[src/hw/rtl/skf_pkg.sv]
// Package for the multichannel scalar Kalman filter: widths, FSM state type,
// controller/datapath command and status structs. No dependencies.
package skf_pkg;

  localparam int unsigned CH_W         = 3;
  localparam int unsigned CH_SPAN      = 2 ** CH_W;
  localparam int unsigned DATA_W       = 32;
  localparam int unsigned GAIN_W       = 17;
  localparam int unsigned DIV_STEPS    = GAIN_W;
  localparam int unsigned CNT_W        = $clog2(DIV_STEPS);
  localparam int unsigned CHANNELS_DEF = 8;

  typedef enum logic [2:0] {
    ST_IDLE,
    ST_PREP,
    ST_DIV,
    ST_MUL_EST,
    ST_MUL_COV,
    ST_COMMIT
  } state_t;

  typedef struct packed {
    logic load;
    logic prep;
    logic div_step;
    logic mul_est;
    logic mul_cov;
    logic commit;
  } cmd_t;

  typedef struct packed {
    logic ch_ok;
  } sts_t;

endpackage

[src/hw/rtl/skf_ctrl.sv]
// Kalman sequencer, uses skf_pkg: steps one request through prior, gain
// division, two multiplies and table write-back for an in-range channel.
module skf_ctrl (
  input  logic          clk,
  input  logic          rst_n,
  input  logic          in_valid,
  output logic          in_ready,
  output logic          out_valid,
  input  logic          out_ready,
  input  skf_pkg::sts_t sts,
  output skf_pkg::cmd_t cmd
);

  skf_pkg::state_t state_r, state_nxt;
  logic [skf_pkg::CNT_W-1:0] cnt_r, cnt_nxt;
  logic out_valid_r, out_valid_nxt;

  always_ff @(posedge clk) begin
    if (!rst_n) begin
      state_r     <= skf_pkg::ST_IDLE;
      cnt_r       <= '0;
      out_valid_r <= 1'b0;
    end else begin
      state_r     <= state_nxt;
      cnt_r       <= cnt_nxt;
      out_valid_r <= out_valid_nxt;
    end
  end

  always_comb begin
    state_nxt = state_r;
    cnt_nxt   = cnt_r;
    cmd       = '0;
    in_ready  = 1'b0;
    case (state_r)
      skf_pkg::ST_IDLE: begin
        in_ready = 1'b1;
        if (in_valid) begin
          cmd.load  = 1'b1;
          state_nxt = skf_pkg::ST_PREP;
        end
      end
      skf_pkg::ST_PREP: begin
        cmd.prep  = 1'b1;
        cnt_nxt   = '0;
        state_nxt = sts.ch_ok ? skf_pkg::ST_DIV : skf_pkg::ST_COMMIT;
      end
      skf_pkg::ST_DIV: begin
        cmd.div_step = 1'b1;
        cnt_nxt      = cnt_r + 1'b1;
        if (cnt_r == skf_pkg::CNT_W'(skf_pkg::DIV_STEPS - 1)) begin
          state_nxt = skf_pkg::ST_MUL_EST;
        end
      end
      skf_pkg::ST_MUL_EST: begin
        cmd.mul_est = 1'b1;
        state_nxt   = skf_pkg::ST_MUL_COV;
      end
      skf_pkg::ST_MUL_COV: begin
        cmd.mul_cov = 1'b1;
        state_nxt   = skf_pkg::ST_COMMIT;
      end
      skf_pkg::ST_COMMIT: begin
        if (!out_valid_r || out_ready) begin
          cmd.commit = 1'b1;
          state_nxt  = skf_pkg::ST_IDLE;
        end
      end
      default: begin
        state_nxt = skf_pkg::ST_IDLE;
      end
    endcase
  end

  always_comb begin
    if (cmd.commit) begin
      out_valid_nxt = 1'b1;
    end else if (out_ready) begin
      out_valid_nxt = 1'b0;
    end else begin
      out_valid_nxt = out_valid_r;
    end
  end

  assign out_valid = out_valid_r;

endmodule

[src/hw/rtl/skf_dp.sv]
// Datapath of the Kalman filter: per-channel estimate/covariance tables,
// restoring gain divider, shared 18x33 multiplier, result register. Uses skf_pkg.
module skf_dp #(
  parameter int unsigned CHANNELS = skf_pkg::CHANNELS_DEF
) (
  input  logic                              clk,
  input  logic                              rst_n,
  input  skf_pkg::cmd_t                     cmd,
  output skf_pkg::sts_t                     sts,
  input  logic        [skf_pkg::CH_W-1:0]   in_channel,
  input  logic signed [skf_pkg::DATA_W-1:0] in_sample,
  input  logic        [skf_pkg::DATA_W-1:0] in_process_noise,
  input  logic        [skf_pkg::DATA_W-1:0] in_measure_noise,
  output logic        [skf_pkg::CH_W-1:0]   out_channel_out,
  output logic signed [skf_pkg::DATA_W-1:0] out_estimate
);

  localparam int unsigned DW    = skf_pkg::DATA_W;
  localparam int unsigned GW    = skf_pkg::GAIN_W;
  localparam int unsigned FRAC  = GW - 1;
  localparam int unsigned PW    = GW + DW + 2;
  localparam int unsigned DEPTH = (CHANNELS < skf_pkg::CH_SPAN) ? CHANNELS : skf_pkg::CH_SPAN;
  localparam int unsigned IDX_W = (DEPTH > 1) ? $clog2(DEPTH) : 1;

  logic        [skf_pkg::CH_W-1:0] ch_r;
  logic signed [DW-1:0]            smp_r;
  logic        [DW-1:0]            q_r;
  logic        [DW-1:0]            rn_r;
  logic signed [DW-1:0]            est_r;
  logic        [DW-1:0]            prior_r;
  logic        [DW:0]              denom_r;
  logic        [DW+1:0]            rem_r;
  logic        [GW-1:0]            quo_r;
  logic signed [PW-1:0]            prod_r;
  logic signed [DW-1:0]            nest_r;
  logic signed [DW-1:0]            est_tab_r [DEPTH];
  logic        [DW-1:0]            cov_tab_r [DEPTH];
  logic        [skf_pkg::CH_W-1:0] out_ch_r;
  logic signed [DW-1:0]            out_est_r;

  logic [IDX_W-1:0] idx;
  logic             ch_ok;
  logic [DW:0]      psum;
  logic [DW-1:0]    prior_nxt;
  logic             rem_ge;
  logic [DW+1:0]    rem_sub;
  logic [DW+1:0]    rem_nxt;
  logic [GW-1:0]    quo_nxt;
  logic [GW-1:0]    gain;
  logic signed [DW:0]   diff;
  logic [GW-1:0]        mul_a;
  logic signed [DW:0]   mul_b;
  logic signed [PW-1:0] prod_nxt;
  logic signed [PW-1:0] rnd;
  logic signed [PW-FRAC-1:0] corr;
  logic signed [PW-FRAC:0]   nest_wide;
  logic signed [DW-1:0] nest_nxt;
  logic [DW-1:0]        cov_nxt;

  assign idx   = ch_r[IDX_W-1:0];
  assign ch_ok = ({1'b0, ch_r} < (skf_pkg::CH_W + 1)'(DEPTH));
  assign sts.ch_ok = ch_ok;

  // prior = covariance + Q, saturating
  assign psum      = {1'b0, cov_tab_r[idx]} + {1'b0, q_r};
  assign prior_nxt = psum[DW] ? '1 : psum[DW-1:0];

  // restoring division, one quotient bit per step
  assign rem_ge  = (rem_r >= {1'b0, denom_r});
  assign rem_sub = rem_ge ? (rem_r - {1'b0, denom_r}) : rem_r;
  assign rem_nxt = {rem_sub[DW:0], 1'b0};
  assign quo_nxt = {quo_r[GW-2:0], rem_ge};
  assign gain    = (denom_r == '0) ? '0 : quo_r;

  assign diff     = {smp_r[DW-1], smp_r} - {est_r[DW-1], est_r};
  assign mul_a    = cmd.mul_cov ? (GW'(1) << FRAC) - gain : gain;
  assign mul_b    = cmd.mul_cov ? $signed({1'b0, prior_r}) : diff;
  assign prod_nxt = $signed({1'b0, mul_a}) * mul_b;

  // round half up, then floor by the fraction shift
  assign rnd       = prod_r + $signed(PW'(1) << (FRAC - 1));
  assign corr      = $signed(rnd[PW-1:FRAC]);
  assign nest_wide = {{(PW-FRAC+1-DW){est_r[DW-1]}}, est_r} + {corr[PW-FRAC-1], corr};
  assign cov_nxt   = rnd[DW+FRAC-1:FRAC];

  always_comb begin
    if (!nest_wide[PW-FRAC] && (|nest_wide[PW-FRAC-1:DW-1])) begin
      nest_nxt = {1'b0, {(DW-1){1'b1}}};
    end else if (nest_wide[PW-FRAC] && !(&nest_wide[PW-FRAC-1:DW-1])) begin
      nest_nxt = {1'b1, {(DW-1){1'b0}}};
    end else begin
      nest_nxt = nest_wide[DW-1:0];
    end
  end

  always_ff @(posedge clk) begin
    if (cmd.load) begin
      ch_r  <= in_channel;
      smp_r <= in_sample;
      q_r   <= in_process_noise;
      rn_r  <= in_measure_noise;
    end
    if (cmd.prep) begin
      est_r   <= est_tab_r[idx];
      prior_r <= prior_nxt;
      denom_r <= {1'b0, prior_nxt} + {1'b0, rn_r};
      rem_r   <= {2'b00, prior_nxt};
      quo_r   <= '0;
    end
    if (cmd.div_step) begin
      rem_r <= rem_nxt;
      quo_r <= quo_nxt;
    end
    if (cmd.mul_est || cmd.mul_cov) begin
      prod_r <= prod_nxt;
    end
    if (cmd.mul_cov) begin
      nest_r <= nest_nxt;
    end
    if (cmd.commit) begin
      out_ch_r  <= ch_r;
      out_est_r <= ch_ok ? nest_r : '0;
    end
  end

  always_ff @(posedge clk) begin
    if (!rst_n) begin
      for (int i = 0; i < DEPTH; i++) begin
        est_tab_r[i] <= '0;
        cov_tab_r[i] <= '0;
      end
    end else if (cmd.commit && ch_ok) begin
      est_tab_r[idx] <= nest_r;
      cov_tab_r[idx] <= cov_nxt;
    end
  end

  assign out_channel_out = out_ch_r;
  assign out_estimate    = out_est_r;

endmodule

[src/hw/rtl/scalar_kalman_filter_multichannel.sv]
// Multichannel scalar Kalman filter, top level. Takes one request at a time:
// it captures the request, forms the prior, runs the gain divider (one quotient
// bit per cycle, the step that sets the rate), uses the shared multiplier twice
// and writes back once the previous result has been taken. A request for a
// channel beyond CHANNELS goes from the prior straight to write-back (estimate
// reported as 0, no state change). The result sits in an output register, so
// the next request is taken while it waits. Both tables read as zero after reset.
// Depends on skf_pkg, skf_ctrl and skf_dp.
module scalar_kalman_filter_multichannel #(
  parameter int unsigned CHANNELS = skf_pkg::CHANNELS_DEF
) (
  input  logic                              clk,
  input  logic                              rst_n,
  input  logic                              in_valid,
  output logic                              in_ready,
  input  logic        [skf_pkg::CH_W-1:0]   in_channel,
  input  logic signed [skf_pkg::DATA_W-1:0] in_sample,
  input  logic        [skf_pkg::DATA_W-1:0] in_process_noise,
  input  logic        [skf_pkg::DATA_W-1:0] in_measure_noise,
  output logic                              out_valid,
  input  logic                              out_ready,
  output logic        [skf_pkg::CH_W-1:0]   out_channel_out,
  output logic signed [skf_pkg::DATA_W-1:0] out_estimate
);

  skf_pkg::cmd_t cmd;
  skf_pkg::sts_t sts;

  skf_ctrl u_ctrl (
    .clk       (clk),
    .rst_n     (rst_n),
    .in_valid  (in_valid),
    .in_ready  (in_ready),
    .out_valid (out_valid),
    .out_ready (out_ready),
    .sts       (sts),
    .cmd       (cmd)
  );

  skf_dp #(
    .CHANNELS (CHANNELS)
  ) u_dp (
    .clk              (clk),
    .rst_n            (rst_n),
    .cmd              (cmd),
    .sts              (sts),
    .in_channel       (in_channel),
    .in_sample        (in_sample),
    .in_process_noise (in_process_noise),
    .in_measure_noise (in_measure_noise),
    .out_channel_out  (out_channel_out),
    .out_estimate     (out_estimate)
  );

endmodule

[config.mk]
export PLATFORM = sky130hd
export DESIGN_NAME = scalar_kalman_filter_multichannel
export DESIGN_NICKNAME = d
export VERILOG_FILES = /design/src/hw/rtl/skf_pkg.sv /design/src/hw/rtl/skf_ctrl.sv /design/src/hw/rtl/skf_dp.sv /design/src/hw/rtl/scalar_kalman_filter_multichannel.sv
export SDC_FILE = /design/constraint.sdc
export NUM_CORES = 2
export LEC_CHECK = 0
export BUFFER_PORTS_ARGS = -buffer_cell sky130_fd_sc_hd__buf_2
export CAP_MARGIN = 20
export CORE_MARGIN = 4
export CORE_UTILIZATION = 60
export DETAILED_ROUTE_END_ITERATION = 10
export GPL_ROUTABILITY_DRIVEN = 0
export PLACE_DENSITY = 0.8
export SYNTH_ARGS = -nofsm -noshare
export SYNTH_HDL_FRONTEND = slang
export SYNTH_HIERARCHICAL = 1
export SYNTH_SLANG_ARGS = --single-unit
[constraint.sdc]
create_clock -name clk -period 27.7 [get_ports clk]
set_input_delay 4.155 -clock clk [delete_from_list [all_inputs] [get_ports clk]]
set_output_delay 4.155 -clock clk [all_outputs]
set_load 0.005 [all_outputs]
Word level (Yosys, flattened, before mapping) --
Memory sizes are Yosys's and may differ from the RTL's. A register that Yosys moved wholly into a read port is not among the register bits. Index checks and enable logic that the tools add are counted.
Word-level totals: register bits 342, RAM bits 512, input bits 103, output and inout port bits 37, logic and storage cells 91, memories kept 2
Memory list:
- u_dp.cov_tab_r | depth 8, bits a word 32, rd ports 1, clocked after memory_dff 1, wr ports 8, line skf_dp.sv:37 | logic [DW-1:0] cov_tab_r [DEPTH];
- u_dp.est_tab_r | depth 8, bits a word 32, rd ports 1, clocked after memory_dff 1, wr ports 8, line skf_dp.sv:36 | logic signed [DW-1:0] est_tab_r [DEPTH];
Operators by class: $add $sub $neg 8, $mul 1, $lt $le $gt $ge 1, eq/ne operators 9, mux-type cells 37, reductions and logical operators 17
Operators by type and width (count):
- $mux 32 | 4
- $mux 17 | 4
- $mux 34 | 2
- $add 32x32->33 | 2
- $mux 33 | 2
- $reduce_or 32->1 | 2
- $add 51x17->51 const B | 1
- $mul 18x33->51 | 1
- $add 32x35->36 | 1
- $ge 34x33->1 | 1
- $logic_not 33->1 | 1
- $sub 32x32->33 | 1
- $sub 33x33->33 | 1
- $mux 3 | 6
- $pmux 3 s6 | 1
- $mux 1 | 17
- $sub 17x17->17 const A | 1
- $pmux 5 s2 | 1
- $eq 3x2->1 const B | 2
- $eq 3x3->1 const B | 2
- $reduce_bool 2->1 | 3
- $add 5x1->5 const B | 1
- $eq 5x5->1 const B | 1
- $ne 2x1->1 const B | 2
- other kinds (9) | 13

Logic depth before layout (Yosys ltp) --
depth after elaboration 9, mapped depth 40, gate-level depth less buffers 37

By module --
The synthesis kept the hierarchy.
Modules (own cells, without submodules):
- skf_dp | instances 1, cells an instance 5565, area an instance 61699.2 um2, seq. area each 25934.9 um2
- skf_ctrl | instances 1, cells an instance 66, area an instance 533.0 um2, seq. area each 180.2 um2

Worst setup path after synthesis --
Ideal clock, no wire load.
kind register to register, start reg u_ctrl.state_r[2], end reg u_dp.prod_r[50], data pin, library setup time 260 ps, arrival 10413 ps, required time 27440 ps, path slack 17027 ps, cell stages (with the launch flop) 31, path buffers 2, clock period less this slack 10673 ps, path through dfxtp_1 -> buf_6 -> inv_1 -> nor3_1 -> clkinv_1 -> a21oi_1 -> xnor2_1 -> nor2_1 -> clkbuf_1 -> nand2_1 -> fa_1 -> fa_1 -> fa_1 -> inv_1 -> fa_1 -> fa_1 -> inv_1 -> fa_1 -> inv_1 -> ha_1 -> a21oi_1 -> o211ai_1 -> a21oi_1 -> a21oi_1 -> a221oi_4 -> a31oi_1 -> a21oi_2 -> o21bai_1 -> a221o_1 -> a21oi_2 -> xnor2_1
RTL lines:
- start, declared | line skf_ctrl.sv:14 | skf_pkg::state_t state_r, state_nxt;
- start signal, assigned | line skf_ctrl.sv:20 | state_r <= skf_pkg::ST_IDLE;
- start signal, assigned | line skf_ctrl.sv:24 | state_r <= state_nxt;
- end signal, assigned | line skf_dp.sv:115 | prod_r <= prod_nxt;
- end, declared | line skf_dp.sv:34 | logic signed [PW-1:0] prod_r;

Worst setup path in the final report --
start reg u_dp.denom_r[5], end reg u_dp.prod_r[50], data pin
On the way: word-level cells in the longest chain between the ends 5
Ends and longest elaborated chain:
- start, declared | line skf_dp.sv:31 | logic [DW:0] denom_r;
- start signal, assigned | line skf_dp.sv:106 | denom_r <= {1'b0, prior_nxt} + {1'b0, rn_r};
- $logic_not 33->1 (*) | line skf_dp.sv:73 | assign gain = (denom_r == '0) ? '0 : quo_r;
- $mux 17 (*) | line skf_dp.sv:73
- $sub 17x17->17 | line skf_dp.sv:76 | assign mul_a = cmd.mul_cov ? (GW'(1) << FRAC) - gain : gain;
- $mux 17 (*) | line skf_dp.sv:76
- $mul 18x33->51 (*) | line skf_dp.sv:78 | assign prod_nxt = $signed({1'b0, mul_a}) * mul_b;
- named net u_dp.prod_nxt[50] | line skf_dp.sv:53 | logic signed [PW-1:0] prod_nxt;
The timed path passes the listed nets; every way through them passes the cells marked *. A chain may end at the register's enable or synchronous reset.

==> impl_metrics.env <==
export IMPL_syn_area_mm2=0.0622
export IMPL_nets=6598
export IMPL_critPathMaxStageDelay_ns=0.91
export IMPL_crit_type="reg2reg"
export IMPL_grt_overflow=0
export IMPL_drt_iter0_markers=5534
export IMPL_min_path_type="reg2reg"
export IMPL_yosys_area_top_type="edfxtp_1"
export IMPL_fin_crit_sh=0.392
export IMPL_ios=140
export IMPL_synthTopCellsByArea="edfxtp_1, fa_1, ha_1"
export IMPL_slew_headroom=0.211
export IMPL_cts_num_sinks=874
export IMPL_dp_hpwl_mm=116
export IMPL_crit_path_frequent_cell="fa_1"
export IMPL_detail_route_wl_per_cell_um=23.6
export IMPL_arrival_ns=11.23
export IMPL_synth_ff_type="edfxtp_1"
export IMPL_syn_area_per_cell_um2=11.1
export IMPL_syn_inst=5631
export IMPL_drc=0
export IMPL_antenna_left=0
export IMPL_yosysTopAreaCellShare=0.415
export IMPL_seq_area_frac_synth=0.420
export IMPL_tightestPinTransition_ns=1.18
export IMPL_final_setup_skew_ns=0.0466
export IMPL_synth_edf_count=861
export IMPL_async_flop_share=0
export IMPL_seq_area_mm2=0.0261
export IMPL_fin_cells=7109
export IMPL_dieArea_mm2=0.109
export IMPL_cp_max_fo=31
export IMPL_grt_usage=0.311
export IMPL_layout_commonest_cell="edfxtp_1"
export IMPL_cts_clk_slew_worst_paths_ns=0.06
export IMPL_ctsResizeCount=0
export IMPL_coreArea_mm2=0.102
export IMPL_nFillCells=7304
export IMPL_clock_tree_htree_level_count=3
export IMPL_fin_tns_setup_ns=0
export IMPL_end_kind="flop"
export IMPL_clockBufferDepth=3
export IMPL_synth_cell_types=98
export IMPL_cts_buffers=84
export IMPL_outcome="finished clean"
export IMPL_rsz0062_at_grt="false"
export IMPL_yosys_area_share_adder=0.231
export IMPL_multi_input_area_mm2=0.0324
export IMPL_grt_pass1_wl_mm=259
export IMPL_maxCapViolCount=0
export IMPL_drive_gt1_frac=0.0941
export IMPL_muxShareOfSynthArea=0.0323
export IMPL_first_pass_iters=6
export IMPL_setup_viol=0
export IMPL_grt_pass1_vias=45100
export IMPL_vias_per_cell=6.25
export IMPL_area_delta_synth_final_pct=8.20
export IMPL_fmax_mhz=92.2
export IMPL_startpoint_type="flop"
export IMPL_required_ns=28.09
export IMPL_path_delay_family="adder cells"
export IMPL_die_y_um=330
export IMPL_post_cts_setup_buffer_count=0
export IMPL_cts_root_buffer_cell="clkbuf_16"
export IMPL_yosys_warnings=6
export IMPL_synth_simple_area_share=0.135
export IMPL_die_w_um=330
export IMPL_initial_core_util=0.608
export IMPL_report_final_slew_viol_count=0
export IMPL_cts_tree="done"
export IMPL_critPathBufInv=5
export IMPL_vias=44400
export IMPL_dp_cells=6947
export IMPL_io_buffers=139
export IMPL_synth_top_family_by_area="adder cells"
export IMPL_grt_start_max_net_pins=148
export IMPL_syn_nets=6558
export IMPL_synthXorXnorAreaFrac=0.0296
export IMPL_slowest_stage="or4_1"
export IMPL_layout_common_cells="edfxtp_1, inv_1, nand2_1"
export IMPL_postCtsHoldBufs=0
export IMPL_wirelength_mm=168
export IMPL_hold_viol=0
export IMPL_synth_compound_area_frac=0.0898
export IMPL_clk_latency_ns=0.68
export IMPL_ys_ff_latch=874
export IMPL_post_route_min_period_ns=10.85
export IMPL_antenna_found_initial=5
export IMPL_rows=117
-- state kept, by name (all words and copies together), names as in the netlist, named ones only --
register,count
u_ctrl/cnt_r,5
u_ctrl/out_valid,1
u_dp/prod_r,36
u_dp/out_channel_out,3
u_dp/ch_r,3
u_dp/smp_r,32
u_ctrl/state_r,3
u_dp/est_tab_r,256
u_dp/cov_tab_r,256
u_dp/rem_r,34
u_dp/prior_r,32
u_dp/denom_r,33
u_dp/out_estimate,32
u_dp/quo_r,17
u_dp/est_r,32
u_dp/q_r,32
u_dp/nest_r,32
u_dp/rn_r,32
-- synthesized netlist by cell type (all sizes together) (8+ instances only) --
library cell  number
xnor2            125
ha               285
a22oi            132
mux2i             14
o21a              37
xor2              85
o31ai             19
nand4             61
and3             297
o21ai            157
nand3             54
nand2b            33
a31oi             24
dfxtp             13
nor3              39
fa               539
or3                9
nor4              20
a21oi            215
or2               15
edfxtp           861
mux4              64
a211oi            21
nor2             478
o21bai            19
nor2b             64
clkbuf           210
and4               9
nand2            570
and2              83
mux2              38
o211ai             8
o2bb2ai           12
a21o              99
inv              740
buf               58
-- cell type report --
cell class,count,area share
sequential,874,0.388
timing repair buffer,222,0.0205
clock buffer,101,0.0328
inverter,742,0.0414
clock inverter,51,0.0106
multi-input combinational,3747,0.481
antenna,4,0.000149
tap,1368,0.0254
-- worst register-to-register path: cells and delay by family, from the launching register on --
kind,cells,cell delay (ns)
adders and majority gates,8,3.64
AOI/OAI and AO/OA,10,3.36
and+or+nand+nor,7,2.49
buffers and inverters,5,0.58
DFF,1,0.39
xor gates and xnor gates,1,0.13
-- metrics by stage --
| stage | setup slack (ns) | utilization | area, um^2 | hold slack, ns |
|---|---|---|---|---|
| floorplan | 17.03 | - | 62200 | 0.452 |
| global placement | 17.27 | 0.628 | 64300 | 0.463 |
| detailed placement | 17.01 | 0.629 | 64300 | 0.481 |
| CTS | 16.99 | 0.657 | 67200 | 0.490 |
| global route | 16.43 | 0.658 | 67300 | 0.516 |
| finish | 16.85 | 0.658 | 67300 | 0.501 |
-- path summary, 6_finish.rpt --
path	from	endpoint	slack (ns)	cells after the start
setup / recovery	u_dp/denom_r[5]	u_dp/prod_r[50]	16.85	31
hold / removal	u_ctrl/cnt_r[4]	u_ctrl/cnt_r[4]	0.50	2
setup reg to reg	u_dp/denom_r[5]	u_dp/prod_r[50]	16.85	31
hold reg to reg	u_ctrl/cnt_r[4]	u_ctrl/cnt_r[4]	0.50	2
-- layer usage --
metal | vias to the layer above | share of wire | track usage
met5 | - | 0.000054 | 0
met3 | 518 | 0.12 | 0.0724
met4 | 2 | 0.052 | 0.138
met1 | 21800 | 0.37 | 0.414
met2 | 2746 | 0.46 | 0.491
li1 | 19300 | - | -
-- logic make-up after synthesis --
kind of cell / count (synthesis)
simple gates: 1761
buf+inv: 1010
flops: 874
compound gates: 835
fa+ha+maj: 824
xor+xnor: 210
mux: 116
other cells: 1
Power is left out: the tool's default activity adds up to more than one toggle a clock period on the data nets, which glitch-free logic cannot reach.
